===== config.mk =====
export PLATFORM = sky130hd
export DESIGN_NAME = athash_hash
export DESIGN_NICKNAME = d
export VERILOG_FILES = /design/src/hdl/athash_pkg.sv /design/src/hdl/athash_hash.sv
export SDC_FILE = /design/constraint.sdc
export NUM_CORES = 1
export LEC_CHECK = 0
export ABC_CLOCK_PERIOD_IN_PS = 7500
export BUFFER_PORTS_ARGS = -buffer_cell sky130_fd_sc_hd__clkbuf_2
export CORE_MARGIN = 2
export CORE_UTILIZATION = 35
export CTS_CLUSTER_SIZE = 25
export DETAILED_ROUTE_END_ITERATION = 16
export HOLD_SLACK_MARGIN = 0.06
export PLACE_DENSITY = 0.62
export SETUP_SLACK_MARGIN = 0.05
export SYNTH_ARGS = -nofsm -noshare
export SYNTH_HDL_FRONTEND = slang
export SYNTH_SLANG_ARGS = --single-unit

===== constraint.sdc =====
create_clock -name clk -period 7.5 [get_ports clk]
set_input_delay 0.75 -clock clk [delete_from_list [all_inputs] [get_ports clk]]
set_output_delay 0.75 -clock clk [all_outputs]
set_load 0.02 [all_outputs]

===== src/hdl/athash_pkg.sv =====
package athash_pkg;

  localparam int unsigned TABLE_ENTRIES = 32768;
  localparam int unsigned SLOT_W = $clog2(TABLE_ENTRIES);
  localparam int unsigned COUNT_W = SLOT_W + 1;
  localparam logic [31:0] HASH_MULT = 32'd2654435761;
  localparam int unsigned HASH_SHIFT = 13;

  localparam logic [31:0] KEY_EMPTY = 32'd0;
  localparam logic [31:0] KEY_TOMB = 32'd1;

  localparam logic [1:0] OP_RECORD = 2'd0;
  localparam logic [1:0] OP_LOOKUP = 2'd1;
  localparam logic [1:0] OP_REMOVE = 2'd2;
  localparam logic [1:0] OP_REKEY = 2'd3;

  localparam logic [1:0] ST_OK = 2'd0;
  localparam logic [1:0] ST_MISSING = 2'd1;
  localparam logic [1:0] ST_FULL = 2'd2;
  localparam logic [1:0] ST_RESERVED = 2'd3;

  // Slot store request from the sequencer
  typedef struct packed {
    logic              rd;
    logic              wr_key;
    logic              wr_data;
    logic [SLOT_W-1:0] addr;
    logic [31:0]       key;
    logic [31:0]       site;
    logic [31:0]       size;
    logic [31:0]       epoch;
  } mem_req_t;

  typedef struct packed {
    logic [31:0] key;
    logic [31:0] site;
    logic [31:0] size;
    logic [31:0] epoch;
  } mem_rsp_t;

endpackage


===== src/hdl/athash_hash.sv =====
// Multiplicative hash of key >> 4, one registered multiply
module athash_hash (
  input  logic                            clk,
  input  logic [31:0]                     key,
  output logic [athash_pkg::SLOT_W-1:0]   home
);

  logic [31:0] prod;

  // Low 32 bits of the product, registered
  always_ff @(posedge clk) begin
    prod <= ({4'd0, key[31:4]} * athash_pkg::HASH_MULT);
  end

  assign home = athash_pkg::SLOT_W'(prod >> athash_pkg::HASH_SHIFT);

endmodule


==> impl_metrics.py <==
metrics = {
    "finish": {
        "layout_commonest_cell": "inv_1",
        "nets": 1013,
        "layout_common_cells": "229 x inv_1, 147 x ha_1, 133 x fa_1",
        "top_regs": "prod (15)",
        "area_growth_pct": 8.71,
        "largest_register_ffs": 15,
        "antennaDiodeCount": 0,
        "drive_gt1_frac": 0.0773,
        "top_register": "prod",
        "fillers": 1883,
    },
    "timing": {
        "hold_violations": 0,
        "grt_setup_unrepaired": "false",
        "worst_slew_margin_rel": 0.647,
        "slew_viol_final": 0,
        "worst_slew_pin_slew_ps": 528,
        "setup_viol": 0,
        "finalCritPeriodShare": 0.854,
        "min_period_ps": 6410,
        "max_freq_mhz": 156,
        "setup-tns-final_ps": 0,
    },
    "route": {
        "drt-vias-per-instance": 4.39,
        "wl_per_cell_um": 14.0,
        "drc": 0,
        "detail-route-antenna-nets": 0,
        "num_vias": 4094,
        "firstDrtPassIters": 4,
        "postRouteWirelength_um": 13100,
        "initialDrtViolationCount": 128,
    },
    "logic_synthesis": {
        "synth_seq_cells": 15,
        "ys.flop_type": "dfxtp_1",
        "synth_area_um2": 6650,
        "synthArstFlopShare": 0,
        "ys_warn_count": 0,
        "syn_nets": 966,
        "seq_area_frac_synth": 0.0452,
        "postSynthAreaPerCell_um2": 10.2,
        "yosysUniqueCellTypes": 39,
        "synth_edf_count": 0,
        "syn-instance-count": 653,
    },
    "job": {
        "maxCapViolations": 0,
    },
    "die": {
        "fp.dieW_um": 142,
        "core_um2": 18600,
        "die_y_um": 142,
        "die-area_um2": 20100,
        "floorplan.initialDensity": 0.357,
        "num_rows": 50,
        "ios": 48,
    },
    "clock_network": {
        "clkTransAtPathRegs_ps": 40,
        "h-tree-depth": 1,
        "cts.sink_count": 15,
        "cts_buffer_depth": 2,
        "cts_tree": "yes",
        "numCtsBuffers": 3,
        "cts_resized": 0,
        "ctsHoldBuffers": 0,
        "post_cts_buffers": 0,
        "cts_root_buf": "clkbuf_16",
    },
    "setup_path": {
        "cp-startpoint": "key[5]",
        "crit_path_start_kind": "input port",
        "critical_path_class": "in -> reg",
        "critical_path_arrival_ps": 6540,
        "critPathRequiredTime_ps": 7630,
        "path_max_fanout": 7,
        "setup.worst_path.end_class": "flip-flop",
    },
    "placed_design": {
        "gp_congestion": 0.931,
        "io_buffers": 43,
        "post-dp-hpwl_um": 12100,
    },
    "outcome": {
        "status": "finished clean",
    },
    "grt": {
        "grt_pass1_wl_um": 22100,
        "grt_start_max_net_pins": 10,
        "antenna_found_initial": 0,
        "grt-ovfl-total": 0,
        "grt_usage": 0.140,
        "grt_pass1_vias": 4356,
    },
    "min_path": {
        "hp-class": "reg -> out",
        "whs_path_depth": 1,
        "hp-start": "prod[23]",
        "worstHoldEndpoint": "home[10]",
    },
}
==> Yosys cell counts (3+ instances only) <==
library cell,n,area (um^2)
a21o_1,11,82.6
a21oi_1,12,60.1
and3_1,5,31.3
dfxtp_1,15,300
fa_1,133,2660
ha_1,147,1840
inv_1,229,860
nand2_1,4,15.0
nand3_1,4,20.0
nor2_1,8,30.0
nor3_1,3,15.0
o21a_1,3,22.5
o21ai_1,4,20.0
xnor2_1,40,350
xor2_1,6,52.6
==> worst max-delay path by stage <==
stage	cells past startpoint	slack [ps]	endpoint
2_1_floorplan	20	1410	prod[27]
3_3_place_gp	21	850	prod[27]
3_5_place_dp	21	820	prod[27]
4_1_cts	21	1070	prod[27]
5_1_grt	22	760	prod[27]
6_report	22	1090	prod[27]
==> cell type report <==
| cell class | count | area (um^2) | area share |
|---|---|---|---|
| timing repair buffer | 44 | 223 | 0.0308 |
| sequential | 15 | 300 | 0.0415 |
| inverter | 229 | 860 | 0.119 |
| tap | 234 | 293 | 0.0405 |
| clock buffer | 4 | 78.8 | 0.0109 |
| multi-input combinational | 407 | 5470 | 0.757 |
==> kinds of logic after synthesis <==
| family | count (synthesis) | synth area share |
|---|---|---|
| compound gates | 42 | 0.0448 |
| xor+xnor | 48 | 0.0681 |
| fa+ha+maj | 280 | 0.677 |
| buf+inv | 231 | 0.132 |
| flops | 15 | 0.0452 |
| mux | 2 | 0.00320 |
| simple gates | 35 | 0.0301 |
==> layer usage <==
| layer | track usage | vias up | wire [um] |
|---|---|---|---|
| li1 | - | 2055 | - |
| met1 | 0.209 | 1982 | 6580 |
| met2 | 0.231 | 49 | 6050 |
| met3 | 0.0111 | 8 | 345 |
| met4 | 0.0168 | 0 | 85 |
| met5 | 0 | - | 0 |
==> through the flow <==
stage                      util  area [um^2]  hold slack (ps)  std cells  worst slack, ps
after floorplan               -         6650             1090        653             1410
after global placement    0.383         7150             1170        929              852
after detailed placement  0.383         7150             1170        929              818
after CTS                 0.388         7230             1420        933             1070
after global routing      0.388         7230             1440        933              755
final                     0.388         7230             1420        933             1090
==> critical path, stage by stage <==
cell and delay, ps:
clkbuf_2 190, ha_1 410, inv_1 80, fa_1 500, inv_1 60, fa_1 500, inv_1 50, fa_1 470
fa_1 510, inv_1 50, fa_1 530, inv_1 50, fa_1 470, inv_1 40, ha_1 360, o21a_1 220
o21ai_1 120, nand2b_1 70, a21oi_1 310, nor3_1 130, or4b_1 520, and3_1 150
Power is not shown: default switching activity piles up to over one toggle a cycle in this logic, so the estimate is an artifact.
